### src/hw/rtl/xrg_pkg.sv
// ---------------------------------------------------------------------------
// xrg_pkg
// Constants shared by the xoshiro256** generator core and its submodules.
// ---------------------------------------------------------------------------
package xrg_pkg;

    localparam int WORD_W  = 64;
    localparam int HALF_W  = 32;
    localparam int FRAC_W  = 52;
    localparam int UNIT_W  = 62;
    localparam int OP_W    = 2;

    localparam logic [OP_W-1:0] OP_SEED = 2'd0;
    localparam logic [OP_W-1:0] OP_NEXT = 2'd1;
    localparam logic [OP_W-1:0] OP_JUMP = 2'd2;

    localparam logic [WORD_W-1:0] MIX_GAMMA = 64'h9e3779b97f4a7c15;
    localparam logic [WORD_W-1:0] MIX_MUL1  = 64'hbf58476d1ce4e5b9;
    localparam logic [WORD_W-1:0] MIX_MUL2  = 64'h94d049bb133111eb;

    localparam logic [10:0] EXP_BIAS_M2 = 11'd1022;

    localparam logic [WORD_W-1:0] JUMP_POLY [4] = '{
        64'h180ec6d33cfd0aba, 64'hd5a61266f0c9392c,
        64'ha9582618e03fc9aa, 64'h39abdc4529b1661c
    };

    typedef logic [WORD_W-1:0] word_t;

endpackage

### src/hw/rtl/xrg_mul64.sv
// ---------------------------------------------------------------------------
// xrg_mul64
// Low 64 bits of a 64x64 product, one 32x32 partial product per cycle.
// ---------------------------------------------------------------------------
module xrg_mul64
    import xrg_pkg::*;
(
    input  logic  clk,
    input  logic  rst_n,
    input  logic  start,
    input  word_t a,
    input  word_t b,
    output logic  done,
    output word_t product
);

    word_t               a_reg, b_reg;
    word_t               acc_reg, acc_next;
    logic [1:0]          step_reg, step_next;
    logic                run_reg, run_next;
    logic                done_reg, done_next;
    logic [HALF_W-1:0]   mx, my;
    word_t               pp;

    // Cross terms only contribute their low half to the low 64 bits.
    always_comb
    begin
        case (step_reg)
            2'd0:
            begin
                mx = a_reg[HALF_W-1:0];
                my = b_reg[HALF_W-1:0];
            end
            2'd1:
            begin
                mx = a_reg[WORD_W-1:HALF_W];
                my = b_reg[HALF_W-1:0];
            end
            default:
            begin
                mx = a_reg[HALF_W-1:0];
                my = b_reg[WORD_W-1:HALF_W];
            end
        endcase
        pp = WORD_W'(mx) * WORD_W'(my);
    end

    always_comb
    begin
        acc_next  = acc_reg;
        step_next = step_reg;
        run_next  = run_reg;
        done_next = 1'b0;
        if (run_reg)
        begin
            if (step_reg == 2'd0)
            begin
                acc_next = pp;
            end
            else
            begin
                acc_next = acc_reg + {pp[HALF_W-1:0], {HALF_W{1'b0}}};
            end
            step_next = step_reg + 2'd1;
            if (step_reg == 2'd2)
            begin
                run_next  = 1'b0;
                done_next = 1'b1;
            end
        end
        if (start)
        begin
            step_next = 2'd0;
            run_next  = 1'b1;
        end
    end

    always_ff @(posedge clk or negedge rst_n)
    begin
        if (!rst_n)
        begin
            run_reg  <= 1'b0;
            done_reg <= 1'b0;
            step_reg <= 2'd0;
        end
        else
        begin
            run_reg  <= run_next;
            done_reg <= done_next;
            step_reg <= step_next;
        end
    end

    always_ff @(posedge clk)
    begin
        acc_reg <= acc_next;
        if (start)
        begin
            a_reg <= a;
            b_reg <= b;
        end
    end

    assign done    = done_reg;
    assign product = acc_reg;

endmodule

### config.mk
export PLATFORM = sky130hd
export DESIGN_NAME = xrg_mul64
export DESIGN_NICKNAME = d
export VERILOG_FILES = /design/src/hw/rtl/xrg_pkg.sv /design/src/hw/rtl/xrg_mul64.sv
export SDC_FILE = /design/constraint.sdc
export NUM_CORES = 2
export LEC_CHECK = 0
export ABC_AREA = 0
export BUFFER_PORTS_ARGS = -buffer_cell sky130_fd_sc_hd__clkbuf_2
export CAP_MARGIN = 20
export CORE_MARGIN = 5
export CORE_UTILIZATION = 55
export DETAILED_ROUTE_END_ITERATION = 12
export PLACE_DENSITY = 0.73
export SLEW_MARGIN = 20
export SYNTH_ARGS = -nofsm -noshare
export SYNTH_HDL_FRONTEND = slang
export SYNTH_SLANG_ARGS = --single-unit
### constraint.sdc
create_clock -name clk -period 15.2 [get_ports clk]
set_input_delay 1.52 -clock clk [delete_from_list [all_inputs] [get_ports clk]]
set_output_delay 1.52 -clock clk [all_outputs]
set_load 0.02 [all_outputs]
==> results.toml <==
[run_status]
outcome = "completed"

[placement]
dp_hpwl_um = 98500
place_area_um2 = 43300
portBuffers = 195
place_congestion = 1.02

[global_routing]
grt_pass1_vias = 33128
antenna_found_initial = 2
grt_pass1_wl_um = 193000
grtUsageTotal = 0.314
gr-total-overflow = 0
grt_max_degree = 93

[clock_tree]
clockRootBuffer = "clkbuf_16"
cts_hold_buf = 0
cts_tree = "built"
cts_setup_buffers = 0
clk_latency_ps = 530
numCtsBuffers = 17
htreeDepth = 4
clk_pin_slew_worst_paths_ps = 100
cts_buffer_depth = 2
cts.sinks = 196
cts_resized = 0

[timing]
max-slew-margin-rel = 0.173
period_share = 0.716
max_freq_mhz = 91.9
finalMaxSlewViolations = 0
hold_viol = 0
finClkSkew_ps = 29.2
rsz0062_at_grt = "no"
period_minus_slack_ps = 10880
hold_slack_ps = 568
setup_tns_ps = 0
setup-violations-final = 0
worst_slew_pin_slew_ps = 1210

[finish]
fin_area_um2 = 43900
layout-drive-gt1-share = 0.0924
final_util = 0.590
area_growth_pct = 6.60
final_nets = 5718
fillers = 6235

[worst_setup_path]
cp.arrival_ps = 11130
cp_max_fo = 34
required_ps = 15450
crit_slowest_cell = "mux2_2"
cpPeakStageDelay_ps = 640
worst-r2r-cell-count = 34
cp-end-kind = "register"
cp-start-kind = "register"
crit_top_cell = "fa_1"
path_class = "reg2reg"

[floorplan]
die_y_um = 284
die-area_um2 = 80500
io_pins = 196
core_area_um2 = 74400
die_x_um = 284
fp-row-count = 100
start_util = 0.554

[detailed_routing]
firstDrtPassIters = 7
routed_wl_um = 124000
num_vias = 31103
post_drt_wl_per_cell_um = 23.0
drt_iter0_markers = 2814
antenna_left = 0
drc = 0
via_per_inst = 5.79

[yosys]
seq_area_frac_synth = 0.142
syn_nets = 5631
syn_area_per_cell_um2 = 9.58
yosysUniqueCellTypes = 78
syn-cell-area_um2 = 41200
synthFlopType = "edfxtp_1"
syn-instance-count = 4304
yosysWarnings = 0
ys_seq_elements = 196
async_flop_share = 0.0204
synth_edf_count = 192

[worst_hold_path]
min_path_type = "reg2reg"
holdPathStages = 2

[run]
cap_violations = 0
-- placed cells by master (no fill, tap or decap), types with 14 or more instances in the layout --
cell type	Yosys	layout
mux2_2	65	65
xor2_1	40	40
fa_1	897	897
o21ai_1	21	21
nor2_1	412	411
nand3_1	16	16
mux2i_1	63	46
clkbuf_2	0	194
edfxtp_1	192	192
nand2b_1	17	17
ha_1	299	297
a21o_1	46	46
nor2b_1	14	14
xnor2_1	49	49
nand4_1	16	16
o21ai_0	25	25
inv_1	877	877
mux2i_2	0	14
clkbuf_16	0	17
a21oi_1	114	114
buf_4	0	68
nand2_1	724	724
and2_1	51	51
nor3_1	16	16
o21bai_1	17	17
and3_1	16	16
-- worst paths after layout --
path	from	end	slack [ps]
min in group asynchronous	rst_n	step_reg[1]	820
min	step_reg[1]	step_reg[1]	570
max	step_reg[1]	product[62]	4320
max in group asynchronous	rst_n	run_reg	14200
max reg2reg	step_reg[1]	product[62]	4320
min reg2reg	step_reg[1]	step_reg[1]	570
-- layout make-up --
type                            instances  area [um^2]  share of cell area
Multi-Input combinational cell       3036        31400               0.715
Tap cell                              969         1210              0.0276
Sequential cell                       196         5870               0.133
Clock buffer                           17          425             0.00968
Inverter                              877         3290              0.0749
Antenna cell                            2         5.00            0.000114
Timing Repair Buffer                  263         1490              0.0340
Clock inverter                         15          234             0.00532
-- worst max-delay path: cells and delay by family (launching register included) --
| kind | cells | cell delay, ps |
|---|---|---|
| DFF | 1 | 400 |
| AOI/OAI and AO/OA | 9 | 2030 |
| xor gates and xnor gates | 2 | 630 |
| adders and majority gates | 11 | 5180 |
| buffers and inverters | 7 | 960 |
| muxes | 1 | 640 |
| and+or+nand+nor | 4 | 780 |
-- routing by layer --
layer  up-vias  track usage  share of wire
met1     15795        0.411           0.37
met4         0        0.146          0.056
met5         -            0              0
met2      1728        0.488           0.45
met3       374       0.0912           0.12
li1      13206            -              -
-- metrics by stage --
step           cells  setup WS, ps
2_1_floorplan   4304          5010
3_3_place_gp    5341          4290
3_5_place_dp    5341          4390
4_1_cts         5373          4350
5_1_grt         5373          3840
6_report        5375          4320
-- kinds of logic (layout without fill, tap and decap cells) --
family                     count (synthesis)  after routing  synth area share
AOI/OAI and AO/OA                        316            316            0.0510
xor gates and xnor gates                  90             90            0.0195
adders and majority gates               1196           1196             0.526
buffers and inverters                   1072           1172            0.0983
DFF                                      196            196             0.142
muxes                                    129            129            0.0333
other                                      0              2                 0
and+or+nand+nor                         1305           1305             0.129
-- cell usage after synthesis, drive strengths merged, types with 5 or more instances --
cell | instances | share of area
and3 | 17 | 0.0026
a211o | 7 | 0.0015
xor2 | 40 | 0.0085
mux2 | 66 | 0.018
a31oi | 10 | 0.0015
a21boi | 5 | 0.0010
buf | 20 | 0.0025
nand4 | 16 | 0.0024
nand2 | 724 | 0.066
nor2b | 15 | 0.0023
edfxtp | 192 | 0.14
o21a | 10 | 0.0018
a21o | 46 | 0.0084
and2 | 51 | 0.0077
fa | 897 | 0.44
a21oi | 119 | 0.015
clkbuf | 175 | 0.016
o211ai | 6 | 0.0011
mux2i | 63 | 0.015
nor2 | 412 | 0.038
ha | 299 | 0.091
inv | 877 | 0.080
a211oi | 7 | 0.0016
o21bai | 17 | 0.0031
nand3 | 17 | 0.0022
nand2b | 17 | 0.0026
nor3 | 17 | 0.0022
o21ai | 48 | 0.0062
o31ai | 6 | 0.0012
xnor2 | 49 | 0.010
Power is not shown: default switching activity piles up to over one toggle a cycle in this logic, so the estimate is an artifact.
