`src/hw/rtl/xrg_pkg.sv`:
```
// ---------------------------------------------------------------------------
// xrg_pkg
// Constants shared by the xoshiro256** generator core and its submodules.
// ---------------------------------------------------------------------------
package xrg_pkg;

    localparam int WORD_W  = 64;
    localparam int HALF_W  = 32;
    localparam int FRAC_W  = 52;
    localparam int UNIT_W  = 62;
    localparam int OP_W    = 2;

    localparam logic [OP_W-1:0] OP_SEED = 2'd0;
    localparam logic [OP_W-1:0] OP_NEXT = 2'd1;
    localparam logic [OP_W-1:0] OP_JUMP = 2'd2;

    localparam logic [WORD_W-1:0] MIX_GAMMA = 64'h9e3779b97f4a7c15;
    localparam logic [WORD_W-1:0] MIX_MUL1  = 64'hbf58476d1ce4e5b9;
    localparam logic [WORD_W-1:0] MIX_MUL2  = 64'h94d049bb133111eb;

    localparam logic [10:0] EXP_BIAS_M2 = 11'd1022;

    localparam logic [WORD_W-1:0] JUMP_POLY [4] = '{
        64'h180ec6d33cfd0aba, 64'hd5a61266f0c9392c,
        64'ha9582618e03fc9aa, 64'h39abdc4529b1661c
    };

    typedef logic [WORD_W-1:0] word_t;

endpackage

```
`src/hw/rtl/xrg_normalize.sv`:
```
// ---------------------------------------------------------------------------
// xrg_normalize
// Turns a 52-bit fraction into the double bits of frac/2^52, normalizing
// by a binary search of six shift steps, one per cycle.
// ---------------------------------------------------------------------------
module xrg_normalize
    import xrg_pkg::*;
(
    input  logic              clk,
    input  logic              rst_n,
    input  logic              start,
    input  logic [FRAC_W-1:0] frac,
    output logic              done,
    output logic [UNIT_W-1:0] unit_bits
);

    logic [FRAC_W-1:0] frac_reg, frac_next;
    logic [5:0]        lz_reg, lz_next;
    logic [2:0]        step_reg, step_next;
    logic              run_reg, run_next;
    logic              done_reg, done_next;
    logic [UNIT_W-1:0] bits_reg, bits_next;
    logic              hit;
    logic [FRAC_W-1:0] shifted;
    logic [5:0]        amt;
    logic [10:0]       expo;

    always_comb
    begin
        case (step_reg)
            3'd0:
            begin
                amt = 6'd32;
                hit = (frac_reg[51:20] == '0);
                shifted = {frac_reg[19:0], 32'd0};
            end
            3'd1:
            begin
                amt = 6'd16;
                hit = (frac_reg[51:36] == '0);
                shifted = {frac_reg[35:0], 16'd0};
            end
            3'd2:
            begin
                amt = 6'd8;
                hit = (frac_reg[51:44] == '0);
                shifted = {frac_reg[43:0], 8'd0};
            end
            3'd3:
            begin
                amt = 6'd4;
                hit = (frac_reg[51:48] == '0);
                shifted = {frac_reg[47:0], 4'd0};
            end
            3'd4:
            begin
                amt = 6'd2;
                hit = (frac_reg[51:50] == '0);
                shifted = {frac_reg[49:0], 2'd0};
            end
            default:
            begin
                amt = 6'd1;
                hit = !frac_reg[51];
                shifted = {frac_reg[50:0], 1'b0};
            end
        endcase
    end

    always_comb
    begin
        frac_next = frac_reg;
        lz_next   = lz_reg;
        step_next = step_reg;
        run_next  = run_reg;
        done_next = 1'b0;
        bits_next = bits_reg;
        expo      = EXP_BIAS_M2 - {5'd0, lz_next};
        if (run_reg)
        begin
            if (hit)
            begin
                frac_next = shifted;
                lz_next   = lz_reg + amt;
            end
            step_next = step_reg + 3'd1;
            expo      = EXP_BIAS_M2 - {5'd0, lz_next};
            if (step_reg == 3'd5)
            begin
                run_next  = 1'b0;
                done_next = 1'b1;
                // A zero fraction never gets its top bit set and maps to +0.0.
                if (frac_next[FRAC_W-1])
                begin
                    bits_next = {expo[9:0], frac_next[FRAC_W-2:0], 1'b0};
                end
                else
                begin
                    bits_next = '0;
                end
            end
        end
        if (start)
        begin
            frac_next = frac;
            lz_next   = 6'd0;
            step_next = 3'd0;
            run_next  = 1'b1;
        end
    end

    always_ff @(posedge clk or negedge rst_n)
    begin
        if (!rst_n)
        begin
            run_reg  <= 1'b0;
            done_reg <= 1'b0;
            step_reg <= 3'd0;
        end
        else
        begin
            run_reg  <= run_next;
            done_reg <= done_next;
            step_reg <= step_next;
        end
    end

    always_ff @(posedge clk)
    begin
        frac_reg <= frac_next;
        lz_reg   <= lz_next;
        bits_reg <= bits_next;
    end

    assign done      = done_reg;
    assign unit_bits = bits_reg;

endmodule

```
`config.mk`:
```
export PLATFORM = sky130hd
export DESIGN_NAME = xrg_normalize
export DESIGN_NICKNAME = d
export VERILOG_FILES = /design/src/hw/rtl/xrg_pkg.sv /design/src/hw/rtl/xrg_normalize.sv
export SDC_FILE = /design/constraint.sdc
export NUM_CORES = 1
export LEC_CHECK = 0
export BUFFER_PORTS_ARGS = -buffer_cell sky130_fd_sc_hd__buf_4
export CAP_MARGIN = 20
export CORE_UTILIZATION = 40
export DETAILED_ROUTE_END_ITERATION = 16
export RECOVER_POWER = 100
export SETUP_SLACK_MARGIN = 0.2
export SYNTH_ARGS = -nofsm -noshare
export SYNTH_HDL_FRONTEND = slang
export SYNTH_SLANG_ARGS = --single-unit
```
`constraint.sdc`:
```
create_clock -name clk -period 4.4 [get_ports clk]
set_clock_uncertainty 0.1 [all_clocks]
set_input_delay 0.22 -clock clk [delete_from_list [all_inputs] [get_ports clk]]
set_output_delay 0.22 -clock clk [all_outputs]
set_load 0.02 [all_outputs]
```
==> metrics.yaml, run 1 <==
synthesis:
  synthTopCellsByCount: "edfxtp_1 (111), nor2_1 (110), nand2_1 (87)"
  synth_xor_area_share_pct: 1.47
  synth_area_sq_um: 7150
  synthAdderAreaFrac_pct: 2.20
  synthMuxAreaShare_pct: 1.31
  syn_avg_cell_area_sq_um: 9.69
  yosys.area_share.simple_pct: 13.5
  synth_top_area_cell: "edfxtp_1"
  synth_edf_count: 111
  ys_ff_latch: 122
  yosysSeqAreaShare_pct: 50.0
  syn-num-nets: 805
  synth_area_leaders: "edfxtp_1 (47%), nor2_1 (5.8%), nand2_1 (4.6%)"
  synthCells: 738
  synth_top_family_by_area: "compound AO/OA/AOI/OAI gates"
  synthArstFlopShare_pct: 4.10
  ys_warn_count: 0
  yosysUniqueCellTypes: 53
  synth.top_cell.area_share_pct: 46.6
  yosysMostFrequentCell: "edfxtp_1"
  synth_compound_gate_area_share_pct: 26.3
  synth_flop_cell: "edfxtp_1"
detailed_routing:
  wl_per_cell_um: 18.6
  ant_nets: 0
  vias_per_cell: 5.77
  drc: 0
  drtIter0Drc: 937
  wirelength_um: 20400
  vias: 6346
  drt_first_pass_iters: 7
die:
  io_pins: 118
  row_count: 48
  dieArea_sq_um: 18400
  die_x_um: 136
  coreArea_sq_um: 17400
  initial_core_util_pct: 41.2
  die_height_um: 136
grt:
  grt_pass1_wl_um: 32600
  grt_overflow_total: 0
  use_met2_pct: 34.9
  met3_usage_pct: 5.39
  first_global_vias: 6156
  grtUsageMet1_pct: 31.8
  grt_max_degree: 67
  top_usage_layer: "met2"
  antenna_found_initial: 0
  grt.total_usage_pct: 23.1
setup_path:
  r2r_cells: 12
  slowest_delay_ps: 500
  crit_buf_inv: 4
  r2r-start: "step_reg[0]"
  cp_cell_sequence: "inv_1, ha_1, nor2b_1, clkbuf_2, a222oi_1, o221ai_1, nand2_1, a2bb2oi_4, clkbuf_2, inv_1, and2_1, mux2_2"
  crit_path_start: "step_reg[0]"
  cp-start-kind: "register"
  crit_path_end_kind: "register"
  worstPathRequired_ps: 4470
  r2r-end: "unit_bits[57]"
  endpoint: "unit_bits[57]"
  path_depth: 12
  critPathSlowestCell: "clkbuf_2"
  path_class: "reg2reg"
  crit_arrival_ps: 4000
  critical_path_peak_fanout: 27
  r2r_slack_ps: 470
  critPathTopFamily: "buffers and inverters"
cts:
  h-tree-depth: 4
  clock_latency_ps: 420
  cts_tree: "done"
  cts_resized: 0
  cts_root_buf: "clkbuf_16"
  cts_buffers: 17
  clockBufferDepth: 2
  clock_sinks: 122
  clkTransAtPathRegs_ps: 60
min_path:
  hold_depth: 3
  hp-class: "in2reg"
timing:
  tns_ps: 0
  worst_pin_slew_ps: 2540
  period_share_pct: 89.3
  max_freq_mhz: 254
  relSlewSlack_pct: -69.1
  rsz0062_at_grt: "no"
  finalWorstSetupSlack_ps: 469
  slew_viol_final: 119
  finalSetupViolCount: 0
  layout_min_cycle_time_ps: 3930
  hold_viol: 0
  whs_ps: 8.64
layout:
  largest_register_ffs: 59
  finalNetCount: 929
  layout-drive-gt1-share_pct: 13.1
  area_growth_pct: 23.0
  n_antenna_cell: 0
placement:
  portBuffers: 116
  gp_congestion: 0.911
  post-place-ws_ps: 595
  dp_hpwl_um: 13800
run:
  maxCapViolCount: 3
power:
  vdd_drop_max_mv: 0.296
  powerDensity_nw_per_um2: 499
  p_leak_nw: 3.19
status:
  violations: "capacitance limit, slew limit"
  status: "finished with violations"
## routing by layer
metal / share of wire, % / vias to the layer above
li1: - / 3054
met1: 46 / 3012
met2: 45 / 255
met3: 6.5 / 25
met4: 1.8 / 0
met5: 0 / -
## worst min path at each step
stage,start,to,slack [ps]
6_report,frac[22],frac_reg[22],9
5_1_grt,frac[1],frac_reg[1],8
4_1_cts,frac[48],frac_reg[48],3
3_5_place_dp,rst_n,done,-70
3_3_place_gp,rst_n,done,-70
2_1_floorplan,rst_n,done,-180
## cell families after synthesis
| logic type | after synthesis |
|---|---|
| fa+ha+maj | 12 |
| buf+inv | 78 |
| other cells | 1 |
| xor+xnor | 12 |
| simple gates | 232 |
| compound gates | 272 |
| mux | 9 |
| flops | 122 |
## layout by cell type, fill, tap and decap left out, types with 4 or more instances in the layout
master / instances
a211oi_1: 4
a21oi_1: 94
a221oi_1: 33
a222oi_1: 32
a22oi_1: 20
buf_4: 61
clkbuf_1: 64
clkbuf_16: 17
clkbuf_2: 5
clkinv_4: 4
dfrtp_1: 5
dfxtp_1: 6
dlygate4sd3_1: 42
edfxtp_1: 111
ha_1: 11
inv_1: 8
inv_6: 5
mux2i_1: 6
nand2_1: 87
nand3_1: 6
nor2_1: 109
nor4_1: 7
o21ai_0: 44
o21ai_1: 31
xnor2_1: 8
xor2_1: 4
## layout make-up
class,instances,area [sq um]
Clock buffer,17,425
Clock inverter,15,189
Fill cell,1654,8550
Inverter,9,33.8
Multi-Input combinational cell,538,3120
Sequential cell,122,3580
Tap cell,225,282
Timing Repair Buffer,174,1170
## worst min-delay path, cell delays in order
cell and delay [ps]:
buf_4 80, nand2_1 40, o21ai_1 70
## power by group
| group | internal (mW) | total [mW] | switching [mW] |
|---|---|---|---|
| sequential | 1.48 | 1.72 | 0.247 |
| combinational | 0.453 | 1.21 | 0.759 |
| clock | 0.901 | 1.46 | 0.559 |
| total | 2.83 | 4.39 | 1.57 |
## per-stage QoR
step                total power [mW]  instances  area [sq um]  utilization, %
detailed placement              3.00       1026          8130            46.9
global placement                2.98       1026          8130            46.9
floorplan                       2.61        738          7160               -
global route                    4.64       1100          8800            50.7
CTS                             4.50       1100          9170            52.8
finish                          4.39       1100          8800            50.7
## timing repair
| action | 4_1_cts | 5_1_grt |
|---|---|---|
| hold buffers | 42 | 0 |
| setup buffers | 0 | 0 |
| setup endpoints to repair | 0 | 0 |
| hold endpoints to repair | 46 | 0 |
(Power assumes the default switching activity.)
==> inputs of run 2 (changes only) <==
- ABC_AREA: default -> 1
==> metrics.yaml, run 2 <==
status:
  status: "finished with violations"
  violations: "capacitance limit, slew limit"
power:
  p_sw_mw: 1.46  # -6.6%
  pwr-share-comb_pct: 27.9  # +0.3 points
  p_leak_nw: 3.66  # +15%
  powerDensity_nw_per_um2: 476  # -4.6%
  internal_power_mw: 2.81  # -0.56%
  vdd_drop_max_mv: 0.261  # -12%
  pwr-share-clk_pct: 33.5  # +0.3 points
  switching_share_pct: 34.2  # -1.4 points
  pwr-share-seq_pct: 38.6  # -0.6 points
synthesis:
  synth_top_area_cell: "edfxtp_1"
  yosysMostFrequentCell: "nand2_1"
  synth.top_cell.area_share_pct: 45.9  # -0.70 points
  ys_warn_count: 0  # unchanged
  ys_ff_latch: 122  # unchanged
  synthCells: 845  # +14%
  synth_area_sq_um: 7260  # +1.5%
  syn_avg_cell_area_sq_um: 8.60  # -11%
  syn-num-nets: 912  # +13%
  synthArstFlopShare_pct: 4.10  # unchanged
  synthTopCellsByCount: "nand2_1 (260), edfxtp_1 (111), inv_1 (73)"
  yosysUniqueCellTypes: 39  # -26%
  synth_flop_cell: "edfxtp_1"
  synth_area_leaders: "edfxtp_1 (46%), nand2_1 (13%), o21ai_1 (4.5%)"
  synth_edf_count: 111  # unchanged
  yosysSeqAreaShare_pct: 49.3  # -0.75 points
detailed_routing:
  vias_per_cell: 5.46  # -5.3%
  drt_first_pass_iters: 5  # -2
  wirelength_um: 21100  # +3.4%
  dr_wl_met2_um: 9390  # +1.5%
  met3WireLength_um: 1460  # +9.4%
  dr.max_layer_used: "met4"
  vias: 6677  # +5.2%
  drtIter0Drc: 726  # -23%
  wl_per_cell_um: 17.3  # -6.9%
  wl_met1_um: 9800  # +3.1%
  drc: 0  # unchanged
  ant_nets: 0  # unchanged
setup_path:
  slowest_delay_ps: 790  # +290 ps
  r2r_cells: 12  # unchanged
  r2r-start: "step_reg[0]"
  cp-start-kind: "register"
  r2r-end: "frac_reg[51]"
  crit_path_start: "step_reg[0]"
  r2r_slack_ps: 730  # +260 ps
  critical_path_peak_fanout: 35  # +30%
  crit_arrival_ps: 3700  # -300 ps
  critPathSlowestCell: "inv_1"
  crit_path_end_kind: "register"
  endpoint: "frac_reg[51]"
  path_class: "reg2reg"
  cp_cell_sequence: "ha_1, ha_1, nor2_1, nand3_4, inv_2, buf_4, nand2_1, a21boi_4, nand2_1, nand2_2, inv_1, o21ai_0"
  worstPathRequired_ps: 4440  # -30 ps
die:
  initial_core_util_pct: 41.4  # +0.20 points
  io_pins: 118  # unchanged
  die_x_um: 137  # +0.74%
  coreArea_sq_um: 17500  # +1.0%
  row_count: 48  # unchanged
  dieArea_sq_um: 18700  # +1.5%
  die_height_um: 137  # +0.74%
layout:
  multiInputGateArea_sq_um: 3000  # -4.1%
  largest_register_ffs: 59  # unchanged
  layout-drive-gt1-share_pct: 11.1  # -2.0 points
  utilization_pct: 51.2  # +0.48 points
  fillers: 1734  # +4.8%
  final_common_cell: "nand2_1"
  area_growth_pct: 23.6
  n_antenna_cell: 0  # unchanged
  final_cell_mix: "nand2_1 (261), edfxtp_1 (111), inv_1 (75)"
  finalNetCount: 1051  # +13%
  stdcell_count: 1222  # +11%
  regArea_sq_um: 3580  # unchanged
timing:
  worst_pin_slew_ps: 2550  # +8.00 ps
  slew_viol_final: 30  # -75%
  tns_ps: 0  # unchanged
  layout_min_cycle_time_ps: 3670  # -262 ps
  rsz0062_at_grt: "no"
  relSlewSlack_pct: -70.3  # -1.2 points
  period_share_pct: 83.4  # -6.0 points
  hold_viol: 0  # unchanged
  finalSetupViolCount: 0  # unchanged
  finalWorstSetupSlack_ps: 731  # +262 ps
  max_freq_mhz: 273  # +7.1%
placement:
  post-place-ws_ps: 1080  # +484 ps
  portBuffers: 116  # unchanged
  gp_congestion: 0.932  # +2.3%
  dp_hpwl_um: 14400  # +4.1%
  dp.cells: 1142  # +11%
cts:
  h-tree-depth: 4  # unchanged
  clock_latency_ps: 430  # about the same
  holdBufCountCts: 48  # +14%
  cts_tree: "done"
  cts_buffers: 17  # unchanged
  cts_setup_buffers: 0  # unchanged
  clkTransAtPathRegs_ps: 50  # about the same
  cts_root_buf: "clkbuf_16"
  clockBufferDepth: 2  # unchanged
  cts_resized: 0  # unchanged
  clock_sinks: 122  # unchanged
grt:
  first_global_vias: 6254  # +1.6%
  grt_max_degree: 63  # -6.0%
  antenna_found_initial: 0  # unchanged
  grt_overflow_total: 0  # unchanged
  grt.total_usage_pct: 23.6  # +0.49 points
  grt_pass1_wl_um: 33400  # +2.4%
min_path:
  hold_depth: 3  # unchanged
  hp-class: "in2reg"
run:
  maxCapViolCount: 1  # -2
[run 2: cell types whose count changed after synthesis, sizes merged, moves of 8 or more]
cell	before	now
o2111ai	0	18
a221oi	33	24
a21oi	95	30
o221ai	1	14
o21ai	76	93
clkbuf	40	24
nor4	8	0
nor2	110	55
nand3	6	14
a222oi	32	0
a22oi	20	0
nand2	87	269
o22ai	0	34
inv	9	82
[run 2: per-layer routing]
layer / vias up / GRT usage [%]
li1: 3221 / -
met3: 42 / 3.96
met4: 0 / 9.57
met1: 3128 / 32.9
met2: 286 / 36.4
met5: - / 0
[run 2: worst min path at each step]
stage          slack, ps  startpoint            to
6_report             0.9    frac[19]  frac_reg[19]
5_1_grt               10    frac[19]  frac_reg[19]
4_1_cts                1    frac[19]  frac_reg[19]
3_5_place_dp         -70       rst_n          done
3_3_place_gp         -70       rst_n          done
2_1_floorplan       -180       rst_n          done
[run 2: critical path, delay by kind of cell, from the launching register on]
kind	cells	cell delay, ps
buffers and inverters	3	1240
AOI/OAI and AO/OA	2	360
adders and majority gates	2	410
and+or+nand+nor	5	860
DFF	1	400
[run 2: layout make-up]
type                            count  share of cell area (%)
Clock buffer                       21                    4.91
Clock inverter                     11                    1.69
Inverter                           82                    3.46
Multi-Input combinational cell    586                    33.4
Sequential cell                   122                    39.9
Tap cell                          225                    3.14
Timing Repair Buffer              175                    13.6
[run 2: cells by family (layout without fill, tap and decap cells)]
kind of cell	count (synthesis)	after routing	synth area share, %
compound gates	219	219	19.8
xor+xnor	5	5	0.603
fa+ha+maj	12	12	2.17
buf+inv	137	289	8.65
flops	122	122	49.3
other cells	1	1	0.0516
simple gates	349	349	19.4
[run 2: per-stage QoR]
stage	hold slack, ps	power, mW	instance area [sq um]
4_1_cts	1.11	4.35	9290
3_3_place_gp	-70.3	2.88	8220
2_1_floorplan	-176	2.54	7260
6_report	0.942	4.28	8980
3_5_place_dp	-70.5	2.88	8220
5_1_grt	9.57	4.50	8980
[run 2: power groups by stage]
stage	combinational (mW)	sequential [mW]	clock [mW]
floorplan	0.940	1.60	0
global placement	1.21	1.67	0
detailed placement	1.22	1.66	0
CTS	1.26	1.64	1.45
global route	1.34	1.66	1.49
finish	1.19	1.65	1.43
